`config.mk`:
```
export PLATFORM = sky130hd
export DESIGN_NAME = cell_balance_top_n_select_flat
export DESIGN_NICKNAME = d
export VERILOG_FILES = /design/src/rtl/cbs_pkg.sv /design/src/rtl/cbs_if.sv /design/src/rtl/cbs_regs.sv /design/src/rtl/cbs_topn.sv /design/src/rtl/cbs_eval.sv /design/src/rtl/cell_balance_top_n_select.sv /design/src/flat_wrapper.sv
export SDC_FILE = /design/constraint.sdc
export NUM_CORES = 1
export LEC_CHECK = 0
export BUFFER_PORTS_ARGS = -buffer_cell sky130_fd_sc_hd__buf_4
export CORE_AREA = 5 5 156 158
export CTS_CLUSTER_SIZE = 24
export DETAILED_ROUTE_END_ITERATION = 12
export DIE_AREA = 0 0 161 163
export GPL_TIMING_DRIVEN = 0
export PLACE_DENSITY_LB_ADDON = 0.12
export SLEW_MARGIN = 20
export SYNTH_ARGS = -nofsm -noshare
export SYNTH_HDL_FRONTEND = slang
export SYNTH_HIERARCHICAL = 1
export SYNTH_SLANG_ARGS = --single-unit
```
`constraint.sdc`:
```
create_clock -name clk -period 5.57 [get_ports clk]
set_input_delay 1.114 -clock clk [delete_from_list [all_inputs] [get_ports clk]]
set_output_delay 1.114 -clock clk [all_outputs]
set_load 0.01 [all_outputs]
```
`src/rtl/cbs_pkg.sv`:
```
// cbs_pkg: shared widths, register map, reset values and control structs
// for the cell balance top-n selector; no dependencies
package cbs_pkg;

	localparam int VOLT_W     = 16;
	localparam int IDX_W      = 6;
	localparam int MASK_W     = 16;
	localparam int MBIT_W     = $clog2(MASK_W);
	localparam int PERIOD_W   = 4;
	localparam int CTB_W      = 3;
	localparam int CFG_ADDR_W = 4;
	localparam int APB_DATA_W = 32;

	// register indexes (byte address = 4 * index)
	localparam logic [1:0] REG_DIFF_THR  = 2'd0;
	localparam logic [1:0] REG_MIN_FLOOR = 2'd1;
	localparam logic [1:0] REG_CELLS_BAL = 2'd2;
	localparam logic [1:0] REG_INTERVAL  = 2'd3;

	localparam logic [VOLT_W-1:0]   RST_DIFF_THR  = 16'd20;
	localparam logic [VOLT_W-1:0]   RST_MIN_FLOOR = 16'd3000;
	localparam logic [CTB_W-1:0]    RST_CELLS_BAL = 3'd2;
	localparam logic [PERIOD_W-1:0] RST_INTERVAL  = 4'd5;

	typedef struct packed {
		logic [VOLT_W-1:0]   diff_threshold;
		logic [VOLT_W-1:0]   min_cell_floor;
		logic [CTB_W-1:0]    cells_to_balance;
		logic [PERIOD_W-1:0] eval_interval;
	} cbs_cfg_t;

	typedef struct packed {
		logic start;
		logic clear;
	} cbs_topn_ctrl_t;

endpackage

```
`src/rtl/cbs_if.sv`:
```
// cbs_if: valid/ready channel interfaces for cell items and mask results
// depends on cbs_pkg
interface cbs_cell_if import cbs_pkg::*; ();
	logic              valid;
	logic              ready;
	logic [VOLT_W-1:0] cell_voltage;
	logic              last_cell;
	logic              sleep_mode;

	modport source (output valid, output cell_voltage, output last_cell, output sleep_mode,
		input ready);
	modport sink (input valid, input cell_voltage, input last_cell, input sleep_mode,
		output ready);
endinterface

interface cbs_mask_if import cbs_pkg::*; ();
	logic              valid;
	logic              ready;
	logic [MASK_W-1:0] balance_mask;
	logic              forced_off;

	modport source (output valid, output balance_mask, output forced_off, input ready);
	modport sink (input valid, input balance_mask, input forced_off, output ready);
endinterface

```
`src/rtl/cbs_regs.sv`:
```
// cbs_regs: apb configuration registers of the selector
// depends on cbs_pkg
module cbs_regs import cbs_pkg::*; (
	input  logic                  clk,
	input  logic                  arst_n,
	input  logic                  psel,
	input  logic                  penable,
	input  logic                  pwrite,
	input  logic [CFG_ADDR_W-1:0] paddr,
	input  logic [APB_DATA_W-1:0] pwdata,
	output logic [APB_DATA_W-1:0] prdata,
	output logic                  pready,
	output cbs_cfg_t              cfg
);
	cbs_cfg_t cfg_q;
	logic     wr_en;

	assign pready = 1'b1;
	assign wr_en  = psel & penable & pwrite & pready;
	assign cfg    = cfg_q;

	always_ff @(posedge clk or negedge arst_n) begin
		if (!arst_n) begin
			cfg_q.diff_threshold   <= RST_DIFF_THR;
			cfg_q.min_cell_floor   <= RST_MIN_FLOOR;
			cfg_q.cells_to_balance <= RST_CELLS_BAL;
			cfg_q.eval_interval    <= RST_INTERVAL;
		end else if (wr_en) begin
			case (paddr[3:2])
				REG_DIFF_THR:  cfg_q.diff_threshold   <= pwdata[VOLT_W-1:0];
				REG_MIN_FLOOR: cfg_q.min_cell_floor   <= pwdata[VOLT_W-1:0];
				REG_CELLS_BAL: cfg_q.cells_to_balance <= pwdata[CTB_W-1:0];
				REG_INTERVAL:  cfg_q.eval_interval    <= pwdata[PERIOD_W-1:0];
				default: ;
			endcase
		end
	end

	always_comb begin
		case (paddr[3:2])
			REG_DIFF_THR:  prdata = APB_DATA_W'(cfg_q.diff_threshold);
			REG_MIN_FLOOR: prdata = APB_DATA_W'(cfg_q.min_cell_floor);
			REG_CELLS_BAL: prdata = APB_DATA_W'(cfg_q.cells_to_balance);
			REG_INTERVAL:  prdata = APB_DATA_W'(cfg_q.eval_interval);
			default:       prdata = '0;
		endcase
	end
endmodule

```
`src/rtl/cbs_topn.sv`:
```
// cbs_topn: sorted top-n register set with scan minimum and cell position;
// insertion walks the slots one compare per cycle. depends on cbs_pkg
module cbs_topn import cbs_pkg::*; #(
	parameter int NUM_CELLS  = 16,
	parameter int MAX_SELECT = 4,
	parameter int CNT_W      = $clog2(MAX_SELECT + 1),
	parameter int SEL_W      = (MAX_SELECT > 1) ? $clog2(MAX_SELECT) : 1
) (
	input  logic              clk,
	input  logic              arst_n,
	input  cbs_topn_ctrl_t    ctrl,
	input  logic [VOLT_W-1:0] din,
	input  logic [SEL_W-1:0]  rd_sel,
	output logic [VOLT_W-1:0] rd_value,
	output logic [IDX_W-1:0]  rd_index,
	output logic [VOLT_W-1:0] scan_min,
	output logic [CNT_W-1:0]  valid_cnt,
	output logic              done
);
	localparam int POS_W = $clog2(NUM_CELLS + 1);

	logic [VOLT_W-1:0] val_q [MAX_SELECT];
	logic [IDX_W-1:0]  idx_q [MAX_SELECT];
	logic [VOLT_W-1:0] min_q;
	logic [POS_W-1:0]  pos_q;
	logic [VOLT_W-1:0] v_q;
	logic [CNT_W-1:0]  j_q;
	logic              busy_q;
	logic              done_q;

	logic              room;
	logic              cmp_gt;
	logic              ins_en;
	logic [SEL_W-1:0]  ins_k;
	logic              finish;

	assign room      = 32'(pos_q) < 32'(NUM_CELLS);
	assign valid_cnt = (32'(pos_q) >= 32'(MAX_SELECT)) ? CNT_W'(MAX_SELECT) : CNT_W'(pos_q);
	assign rd_value  = val_q[rd_sel];
	assign rd_index  = idx_q[rd_sel];
	assign scan_min  = min_q;
	assign done      = done_q;

	// shared comparator: new voltage against the slot under test
	assign cmp_gt = v_q > val_q[j_q[SEL_W-1:0]];

	always_comb begin
		ins_en = 1'b0;
		ins_k  = j_q[SEL_W-1:0];
		finish = 1'b0;
		if (busy_q) begin
			if (j_q == valid_cnt) begin
				finish = 1'b1;
				if (32'(valid_cnt) < 32'(MAX_SELECT)) begin
					ins_en = 1'b1;
				end
			end else if (cmp_gt) begin
				finish = 1'b1;
				ins_en = 1'b1;
			end
		end
	end

	always_ff @(posedge clk or negedge arst_n) begin
		if (!arst_n) begin
			min_q  <= '1;
			pos_q  <= '0;
			v_q    <= '0;
			j_q    <= '0;
			busy_q <= 1'b0;
			done_q <= 1'b0;
		end else begin
			done_q <= 1'b0;
			if (ctrl.clear) begin
				min_q <= '1;
				pos_q <= '0;
			end else if (ctrl.start) begin
				if (room) begin
					v_q    <= din;
					j_q    <= '0;
					busy_q <= 1'b1;
					if (din < min_q) begin
						min_q <= din;
					end
				end else begin
					// cell beyond the pack size is ignored
					done_q <= 1'b1;
				end
			end else if (busy_q) begin
				if (finish) begin
					busy_q <= 1'b0;
					done_q <= 1'b1;
					pos_q  <= POS_W'(pos_q + 1'b1);
				end else begin
					j_q <= CNT_W'(j_q + 1'b1);
				end
			end
		end
	end

	// slot 0 only takes the new value; higher slots shift down from above
	for (genvar g = 0; g < MAX_SELECT; g++) begin : g_slot
		if (g == 0) begin : g_head
			always_ff @(posedge clk) begin
				if (ins_en && ins_k == SEL_W'(0)) begin
					val_q[g] <= v_q;
					idx_q[g] <= IDX_W'(pos_q);
				end
			end
		end else begin : g_tail
			always_ff @(posedge clk) begin
				if (ins_en) begin
					if (32'(ins_k) == g) begin
						val_q[g] <= v_q;
						idx_q[g] <= IDX_W'(pos_q);
					end else if (32'(ins_k) < g) begin
						val_q[g] <= val_q[g-1];
						idx_q[g] <= idx_q[g-1];
					end
				end
			end
		end
	end
endmodule

```
`src/rtl/cbs_eval.sv`:
```
// cbs_eval: builds the balance mask, one candidate per cycle through a
// single subtract and compare unit. depends on cbs_pkg
module cbs_eval import cbs_pkg::*; #(
	parameter int MAX_SELECT = 4,
	parameter int CNT_W      = $clog2(MAX_SELECT + 1),
	parameter int SEL_W      = (MAX_SELECT > 1) ? $clog2(MAX_SELECT) : 1
) (
	input  logic              clk,
	input  logic              arst_n,
	input  logic              start,
	input  logic [CNT_W-1:0]  n,
	input  cbs_cfg_t          cfg,
	input  logic [VOLT_W-1:0] scan_min,
	input  logic [VOLT_W-1:0] rd_value,
	input  logic [IDX_W-1:0]  rd_index,
	output logic [SEL_W-1:0]  rd_sel,
	output logic [MASK_W-1:0] mask,
	output logic              done
);
	logic [CNT_W-1:0]  j_q;
	logic [CNT_W-1:0]  n_q;
	logic              busy_q;
	logic              done_q;
	logic              floor_ok_q;
	logic [MASK_W-1:0] mask_q;
	logic [VOLT_W-1:0] excess;
	logic              hit;

	assign rd_sel = j_q[SEL_W-1:0];
	assign mask   = mask_q;
	assign done   = done_q;

	// candidates never sit below the scan minimum
	assign excess = rd_value - scan_min;
	assign hit    = (excess > cfg.diff_threshold) && floor_ok_q &&
		(32'(rd_index) < 32'(MASK_W));

	always_ff @(posedge clk or negedge arst_n) begin
		if (!arst_n) begin
			j_q        <= '0;
			n_q        <= '0;
			busy_q     <= 1'b0;
			done_q     <= 1'b0;
			floor_ok_q <= 1'b0;
			mask_q     <= '0;
		end else begin
			done_q <= 1'b0;
			if (start) begin
				j_q        <= '0;
				n_q        <= n;
				busy_q     <= 1'b1;
				mask_q     <= '0;
				floor_ok_q <= scan_min >= cfg.min_cell_floor;
			end else if (busy_q) begin
				if (j_q == n_q) begin
					busy_q <= 1'b0;
					done_q <= 1'b1;
				end else begin
					if (hit) begin
						mask_q <= mask_q | (MASK_W'(1) << rd_index[MBIT_W-1:0]);
					end
					j_q <= CNT_W'(j_q + 1'b1);
				end
			end
		end
	end
endmodule

```
`src/rtl/cell_balance_top_n_select.sv`:
```
// cell_balance_top_n_select: passive balancing selector, top level
// depends on cbs_pkg, cbs_if, cbs_regs, cbs_topn, cbs_eval
//
// usage
// - cell_in takes one cell voltage per transfer in scan order; last_cell
//   closes the scan and sleep_mode is looked at only on that transfer
// - mask_out carries at most one result per closed scan: an all-off mask with
//   forced_off set when awake, or the evaluated mask on the scan where the
//   sleep period counter meets eval_interval (none when cells_to_balance is 0)
// - apb port writes the four registers at byte addresses 0, 4, 8 and 12
// timing
// - after a transfer, cell_in waits for the insertion of that cell:
//   the insertion walks the sorted slots one compare per cycle until it
//   finds its place, so the fill of the top-n set sets how long it takes
// - an evaluating scan then passes its n candidates through one subtract
//   and compare unit before the result reaches the output register
// - cell_in.ready is low while a cell, an evaluation or a delivery is worked on
// reset and stalls
// - reset clears the period counter, the scan minimum and the cell count
// - the output register holds a result until taken; a new cell is still
//   accepted then, and only a further result waits for the register to free
module cell_balance_top_n_select import cbs_pkg::*; #(
	parameter int NUM_CELLS  = 16,
	parameter int MAX_SELECT = 4
) (
	input  logic                  clk,
	input  logic                  arst_n,
	cbs_cell_if.sink              cell_in,
	cbs_mask_if.source            mask_out,
	input  logic                  psel,
	input  logic                  penable,
	input  logic                  pwrite,
	input  logic [CFG_ADDR_W-1:0] paddr,
	input  logic [APB_DATA_W-1:0] pwdata,
	output logic [APB_DATA_W-1:0] prdata,
	output logic                  pready
);
	localparam int CNT_W = $clog2(MAX_SELECT + 1);
	localparam int SEL_W = (MAX_SELECT > 1) ? $clog2(MAX_SELECT) : 1;

	typedef enum logic [3:0] {
		S_IDLE    = 4'b0001,
		S_INSERT  = 4'b0010,
		S_EVAL    = 4'b0100,
		S_DELIVER = 4'b1000
	} state_t;

	state_t              state_q, state_d;
	cbs_cfg_t            cfg;
	cbs_topn_ctrl_t      topn_ctrl;

	logic                last_q;
	logic                sleep_q;
	logic [PERIOD_W-1:0] period_q;
	logic [MASK_W-1:0]   res_mask_q;
	logic                res_forced_q;
	logic                out_valid_q;
	logic [MASK_W-1:0]   out_mask_q;
	logic                out_forced_q;

	logic                accept;
	logic                ins_done;
	logic [VOLT_W-1:0]   scan_min;
	logic [CNT_W-1:0]    valid_cnt;
	logic [SEL_W-1:0]    rd_sel;
	logic [VOLT_W-1:0]   rd_value;
	logic [IDX_W-1:0]    rd_index;
	logic                eval_start;
	logic                eval_done;
	logic [MASK_W-1:0]   eval_mask;
	logic [CNT_W-1:0]    ctb_sat;
	logic [CNT_W-1:0]    eval_n;
	logic                eval_due;
	logic                scan_end;
	logic                deliver_load;

	cbs_regs u_regs (
		.clk     (clk),
		.arst_n  (arst_n),
		.psel    (psel),
		.penable (penable),
		.pwrite  (pwrite),
		.paddr   (paddr),
		.pwdata  (pwdata),
		.prdata  (prdata),
		.pready  (pready),
		.cfg     (cfg)
	);

	cbs_topn #(
		.NUM_CELLS  (NUM_CELLS),
		.MAX_SELECT (MAX_SELECT),
		.CNT_W      (CNT_W),
		.SEL_W      (SEL_W)
	) u_topn (
		.clk       (clk),
		.arst_n    (arst_n),
		.ctrl      (topn_ctrl),
		.din       (cell_in.cell_voltage),
		.rd_sel    (rd_sel),
		.rd_value  (rd_value),
		.rd_index  (rd_index),
		.scan_min  (scan_min),
		.valid_cnt (valid_cnt),
		.done      (ins_done)
	);

	cbs_eval #(
		.MAX_SELECT (MAX_SELECT),
		.CNT_W      (CNT_W),
		.SEL_W      (SEL_W)
	) u_eval (
		.clk      (clk),
		.arst_n   (arst_n),
		.start    (eval_start),
		.n        (eval_n),
		.cfg      (cfg),
		.scan_min (scan_min),
		.rd_value (rd_value),
		.rd_index (rd_index),
		.rd_sel   (rd_sel),
		.mask     (eval_mask),
		.done     (eval_done)
	);

	// cells are taken only in the idle state, with no cell, evaluation or result in flight
	assign cell_in.ready = (state_q == S_IDLE);
	assign accept        = cell_in.valid & cell_in.ready;

	assign mask_out.valid        = out_valid_q;
	assign mask_out.balance_mask = out_mask_q;
	assign mask_out.forced_off   = out_forced_q;

	// candidate count: saturate at the slot count, then at the cells seen
	assign ctb_sat = (32'(cfg.cells_to_balance) > 32'(MAX_SELECT)) ?
		CNT_W'(MAX_SELECT) : CNT_W'(cfg.cells_to_balance);
	assign eval_n  = (ctb_sat > valid_cnt) ? valid_cnt : ctb_sat;

	assign eval_due     = sleep_q && (period_q == cfg.eval_interval);
	assign scan_end     = (state_q == S_INSERT) && ins_done && last_q;
	assign deliver_load = (state_q == S_DELIVER) && (!out_valid_q || mask_out.ready);

	// scan sequencer
	always_comb begin
		state_d         = state_q;
		topn_ctrl.start = accept;
		topn_ctrl.clear = 1'b0;
		eval_start      = 1'b0;
		case (state_q)
			S_IDLE: begin
				if (accept) begin
					state_d = S_INSERT;
				end
			end
			S_INSERT: begin
				if (ins_done) begin
					if (!last_q) begin
						state_d = S_IDLE;
					end else if (!sleep_q) begin
						// awake: all-off result, scan state dropped
						topn_ctrl.clear = 1'b1;
						state_d         = S_DELIVER;
					end else if (eval_due && cfg.cells_to_balance != '0) begin
						eval_start = 1'b1;
						state_d    = S_EVAL;
					end else begin
						// asleep without a result
						topn_ctrl.clear = 1'b1;
						state_d         = S_IDLE;
					end
				end
			end
			S_EVAL: begin
				if (eval_done) begin
					topn_ctrl.clear = 1'b1;
					state_d         = S_DELIVER;
				end
			end
			S_DELIVER: begin
				if (deliver_load) begin
					state_d = S_IDLE;
				end
			end
			default: state_d = S_IDLE;
		endcase
	end

	always_ff @(posedge clk or negedge arst_n) begin
		if (!arst_n) begin
			state_q      <= S_IDLE;
			last_q       <= 1'b0;
			sleep_q      <= 1'b0;
			period_q     <= '0;
			out_valid_q  <= 1'b0;
			res_forced_q <= 1'b0;
		end else begin
			state_q <= state_d;
			if (accept) begin
				last_q  <= cell_in.last_cell;
				sleep_q <= cell_in.sleep_mode;
			end
			// period counter: cleared by an evaluation slot, then advanced
			if (scan_end && sleep_q) begin
				period_q <= eval_due ? PERIOD_W'(1) : PERIOD_W'(period_q + 1'b1);
			end
			if (scan_end && !sleep_q) begin
				res_forced_q <= 1'b1;
			end else if (eval_done) begin
				res_forced_q <= 1'b0;
			end
			if (deliver_load) begin
				out_valid_q <= 1'b1;
			end else if (mask_out.ready) begin
				out_valid_q <= 1'b0;
			end
		end
	end

	// result payload
	always_ff @(posedge clk) begin
		if (scan_end && !sleep_q) begin
			res_mask_q <= '0;
		end else if (eval_done) begin
			res_mask_q <= eval_mask;
		end
		if (deliver_load) begin
			out_mask_q   <= res_mask_q;
			out_forced_q <= res_forced_q;
		end
	end

	// a forced-off result never enables a resistor
	a_forced_all_off: assert property (@(posedge clk) disable iff (!arst_n)
		out_valid_q && out_forced_q |-> out_mask_q == '0)
		else $error("forced-off result with balancing enabled");

	// no more cells enabled than there are candidate slots
	a_mask_bounded: assert property (@(posedge clk) disable iff (!arst_n)
		out_valid_q |-> $countones(out_mask_q) <= MAX_SELECT)
		else $error("balance mask enables more cells than slots");

	// an evaluation only starts on an evaluating sleep scan
	a_eval_on_due: assert property (@(posedge clk) disable iff (!arst_n)
		eval_start |-> scan_end && sleep_q && eval_due && eval_n != '0)
		else $error("evaluation started outside its slot");
endmodule

```
`src/flat_wrapper.sv`:
```
// flat-port wrapper written by rule: the top's interface ports become plain ports
module cell_balance_top_n_select_flat import cbs_pkg::*;
#(
	parameter int NUM_CELLS  = 16,
	parameter int MAX_SELECT = 4
)
  (clk, arst_n, psel, penable, pwrite, paddr, pwdata, prdata, pready, cell_in_valid, cell_in_cell_voltage, cell_in_last_cell, cell_in_sleep_mode, cell_in_ready, mask_out_valid, mask_out_balance_mask, mask_out_forced_off, mask_out_ready);
  cbs_cell_if cell_in_i ();
  cbs_mask_if mask_out_i ();
  input  logic clk;
  input  logic arst_n;
  input  logic psel;
  input  logic penable;
  input  logic pwrite;
  input  logic [CFG_ADDR_W-1:0] paddr;
  input  logic [APB_DATA_W-1:0] pwdata;
  output logic [APB_DATA_W-1:0] prdata;
  output logic pready;
  input wire logic [$bits(cell_in_i.valid)-1:0] cell_in_valid;
  input wire logic [$bits(cell_in_i.cell_voltage)-1:0] cell_in_cell_voltage;
  input wire logic [$bits(cell_in_i.last_cell)-1:0] cell_in_last_cell;
  input wire logic [$bits(cell_in_i.sleep_mode)-1:0] cell_in_sleep_mode;
  output wire logic [$bits(cell_in_i.ready)-1:0] cell_in_ready;
  output wire logic [$bits(mask_out_i.valid)-1:0] mask_out_valid;
  output wire logic [$bits(mask_out_i.balance_mask)-1:0] mask_out_balance_mask;
  output wire logic [$bits(mask_out_i.forced_off)-1:0] mask_out_forced_off;
  input wire logic [$bits(mask_out_i.ready)-1:0] mask_out_ready;
  assign cell_in_i.valid = cell_in_valid;
  assign cell_in_i.cell_voltage = cell_in_cell_voltage;
  assign cell_in_i.last_cell = cell_in_last_cell;
  assign cell_in_i.sleep_mode = cell_in_sleep_mode;
  assign cell_in_ready = cell_in_i.ready;
  assign mask_out_valid = mask_out_i.valid;
  assign mask_out_balance_mask = mask_out_i.balance_mask;
  assign mask_out_forced_off = mask_out_i.forced_off;
  assign mask_out_i.ready = mask_out_ready;
  cell_balance_top_n_select #(.NUM_CELLS(NUM_CELLS), .MAX_SELECT(MAX_SELECT)) u_core (.clk(clk), .arst_n(arst_n), .cell_in(cell_in_i), .mask_out(mask_out_i), .psel(psel), .penable(penable), .pwrite(pwrite), .paddr(paddr), .pwdata(pwdata), .prdata(prdata), .pready(pready));
endmodule
```
==> flow_summary.yaml <==
setup_path:
  reg2reg_to: "u_core/u_eval/mask[2]$_DFFE_PN0P_"
  criticalPathCategory: "flip-flop to flip-flop"
  worstSetupEndpoint: "u_core/u_eval/mask[2]$_DFFE_PN0P_"
  cp_num_buf_inv: 3
  crit_family: "compound AO/OA/AOI/OAI gates"
  required_ns: 6.00
  r2r_start: "u_core/u_eval/j_q[1]$_DFFE_PN0P_"
  critPathSlowestCell: "buf_1"
  end_kind: "flip-flop"
  path_common_cell: "ha_1"
  cp-start-kind: "flip-flop"
  cp.arrival_ns: 5.49
  cpPeakStageDelay_ns: 0.55
  path_max_fanout: 10
  reg2regPathDepth: 19
  rrSetupSlack_ns: 0.51
  worstSetupStartpoint: "u_core/u_eval/j_q[1]$_DFFE_PN0P_"
  path_cells: "buf_4 > buf_1 > mux4_2 > inv_1 > ha_1 > fa_1 > nor2b_4 > o31a_4 > o2111ai_4 > a21boi_2 > a221oi_2 > xnor2_1 > ha_1 > nand4_1 > nor2_1 > o21ai_0 > o221ai_1 > nand4b_1 > o22ai_1"
  cp.depth: 19
logic_synthesis:
  synth_top_area_share_pct: 22.5
  synthArstFlopShare_pct: 50.2
  synth_simple_gate_area_share_pct: 8.72
  yosys.area_share.adder_pct: 8.31
  synth_cell_types: 80
  synth_top_family_by_area: "multiplexers"
  synth_mux_area_share_pct: 20.3
  syn_avg_cell_area_um2: 12.3
  ys_seq_area_share_pct: 47.0
  synth_compound_area_share_pct: 8.04
  netlist_area_mm2: 0.0135
  synth_edf_count: 101
  synth_warnings: 6
  synth_area_leader_cell: "edfxtp_1"
  synth_area_leaders: "edfxtp_1 (22%), dfrtp_1 (17%), ha_1 (8.2%), mux2_2 (7.7%), mux4_2 (6.7%)"
  synth_seq_cells: 235
  synth_xor_area_share_pct: 1.49
  synth_top_flop_cell: "edfxtp_1"
  synth_cells: 1095
grt:
  grt_pass1_vias: 8983
  grt_usage_pct: 23.7
  grt_max_degree: 79
  grt_pass1_wl_mm: 49.2
  overflow: 0
  antenna_found_initial: 0
cells_and_area:
  mostFrequentLayoutCells: "inv_1 (111), buf_4 (104), edfxtp_1 (101)"
  drive_gt1_share_pct: 30.9
  final_area_mm2: 0.0155
  multi_input_area_mm2: 0.00640
  nNetsFinal: 1368
  final_common_cell: "inv_1"
  areaGrowthSynthToFinish_pct: 14.9
  regArea_mm2: 0.00634
  fillers: 1721
  final_util_pct: 67.4
floorplan:
  core_mm2: 0.0230
  die_w_um: 161
  die_height_um: 163
  die-area_mm2: 0.0262
  initial_utilization_pct: 58.7
  num_rows: 56
  ios: 113
drt:
  drc: 0
  drtPass1Iterations: 5
  num_vias: 8962
  viasPerCell: 5.86
  first_iter_violations: 607
  ant_nets: 0
  postRouteWirelength_mm: 30.9
  avgRoutedWirePerCell_um: 20.2
clocking:
  root_buffer: "clkbuf_16"
  cts_max_level: 1
  cts_tree: "done"
  clock_latency_ns: 0.53
  clockBufferDepth: 3
  cts_sinks: 235
  postCtsSetupBuffers: 0
  path_clk_slew_ns: 0.06
  cts_inserted_buffers: 26
  postCtsHoldBufs: 0
timing:
  setup_viol: 0
  fmax_mhz: 198
  slew_viol_final: 0
  fin_hold_ws_ns: 0.430
  post-route-period-util_pct: 90.8
  finalHoldViolCount: 0
  fin_skew_ns: 0.0157
  worst_slew_pin_slew_ns: 1.10
  rsz0062_at_grt: "no"
  period_minus_slack_ns: 5.06
  slew_headroom_pct: 26.2
pwr:
  power.density_mw_per_mm2: 624
  p_leak_nw: 6.80
  vdd.ir_drop.worst_uv: 427
hold_path:
  hold_path_class: "flip-flop to flip-flop"
job:
  maxCapViolations: 0
place:
  place_area_mm2: 0.0146
  dpl.hpwl_mm: 22.2
  io_buffers: 77
  gp_congestion: 0.834
status:
  status: "finished, final reports clean"
cells in the mapped netlist, drive strengths merged, types with 15 or more instances:
| master | instances |
|---|---|
| nand4 | 20 |
| dfrtp | 89 |
| a21oi | 27 |
| nand2 | 35 |
| nand3 | 19 |
| ha | 88 |
| a211o | 17 |
| xnor2 | 15 |
| edfxtp | 101 |
| inv | 114 |
| dfstp | 29 |
| mux2i | 34 |
| nor2 | 79 |
| o22ai | 17 |
| mux2 | 123 |
| buf | 42 |
| a21o | 18 |
| o21ai | 28 |
| dfxtp | 16 |
| mux4 | 40 |
| clkbuf | 18 |
kinds of logic (layout without fill, tap and decap cells):
group,after synthesis,count (layout)
other cells,3,19
buf+inv,174,302
compound gates,152,152
flops,235,235
simple gates,222,222
mux,197,197
xor+xnor,23,23
fa+ha+maj,89,89
how the worst min path moves through the flow:
stage / startpoint / endpoint / slack (ns) / cells after the start
floorplan: u_core/res_mask_q[0]$_SDFFE_PP0P_ / u_core/mask_out.balance_mask[0]$_DFFE_PP_ / 0.41 / 0
global placement: u_core/res_mask_q[5]$_SDFFE_PP0P_ / u_core/mask_out.balance_mask[5]$_DFFE_PP_ / 0.42 / 0
detailed placement: u_core/res_mask_q[5]$_SDFFE_PP0P_ / u_core/mask_out.balance_mask[5]$_DFFE_PP_ / 0.42 / 0
CTS: u_core/res_mask_q[11]$_SDFFE_PP0P_ / u_core/mask_out.balance_mask[11]$_DFFE_PP_ / 0.43 / 0
global route: u_core/res_mask_q[5]$_SDFFE_PP0P_ / u_core/mask_out.balance_mask[5]$_DFFE_PP_ / 0.44 / 0
finish: u_core/res_mask_q[5]$_SDFFE_PP0P_ / u_core/mask_out.balance_mask[5]$_DFFE_PP_ / 0.43 / 0
power by group:
| part | total [W] | switching [W] | internal [W] | leakage [nW] |
|---|---|---|---|---|
| registers | 0.00326 | 0.000524 | 0.00274 | 2.41 |
| logic | 0.00460 | 0.00239 | 0.00221 | 3.93 |
| clock network | 0.00181 | 0.000697 | 0.00112 | 0.453 |
| total | 0.00968 | 0.00361 | 0.00607 | 6.80 |
registers in the layout (all words and copies together), names as in the netlist, 3 cells and up:
signal,flops
u_core/u_topn/val_q,64
u_core/u_regs/cfg,39
u_core/u_topn/idx_q,20
u_core/mask_out.balance_mask,16
u_core/res_mask_q,16
u_core/u_eval/mask,16
u_core/u_topn/scan_min,16
u_core/u_topn/v_q,16
u_core/u_topn/pos_q,5
u_core/period_q,4
u_core/state_q,4
u_core/u_eval/j_q,3
u_core/u_eval/n_q,3
u_core/u_topn/j_q,3
worst reg2reg max path, cell delays in order (launching register included):
cell,delay (ns)
dfrtp_1,0.41
buf_4,0.16
buf_1,0.55
mux4_2,0.44
inv_1,0.08
ha_1,0.19
fa_1,0.27
nor2b_4,0.06
o31a_4,0.31
o2111ai_4,0.22
a21boi_2,0.11
a221oi_2,0.28
xnor2_1,0.11
ha_1,0.30
nand4_1,0.12
nor2_1,0.17
o21ai_0,0.13
o221ai_1,0.49
nand4b_1,0.33
o22ai_1,0.24
layout make-up:
cell class,count,share of cell area [%]
diodes,1,0.0161
plain buffers,59,2.45
clock buffers,37,5.05
clock inverters,11,0.928
inverters,114,2.81
multi-input cells,701,41.3
flip-flops and latches,235,40.9
well taps,290,2.34
repair buffers,79,4.11
repair inverters,2,0.0807
per-stage QoR:
stage	cells	TNS, ns	power, W	worst slack, ns
5_1_grt	1528	0	0.0103	0.0868
3_5_place_dp	1479	-11.26	0.00781	-0.539
6_report	1529	0	0.00968	0.514
4_1_cts	1526	0	0.00968	0.0942
2_1_floorplan	1110	0	0.00654	1.21
3_3_place_gp	1477	-7.25	0.00760	-0.348
routing by layer:
metal	wire length, um	GRT usage (%)
met2	14400	38.7
met4	692	6.51
met5	0	0
met3	1860	3.11
met1	14000	33.7
timing repair:
action	CTS	global route
endpoints found under the setup margin	21	37
cloned	0	2
resized for setup	1	6
Power figures use the tool's default switching activity.
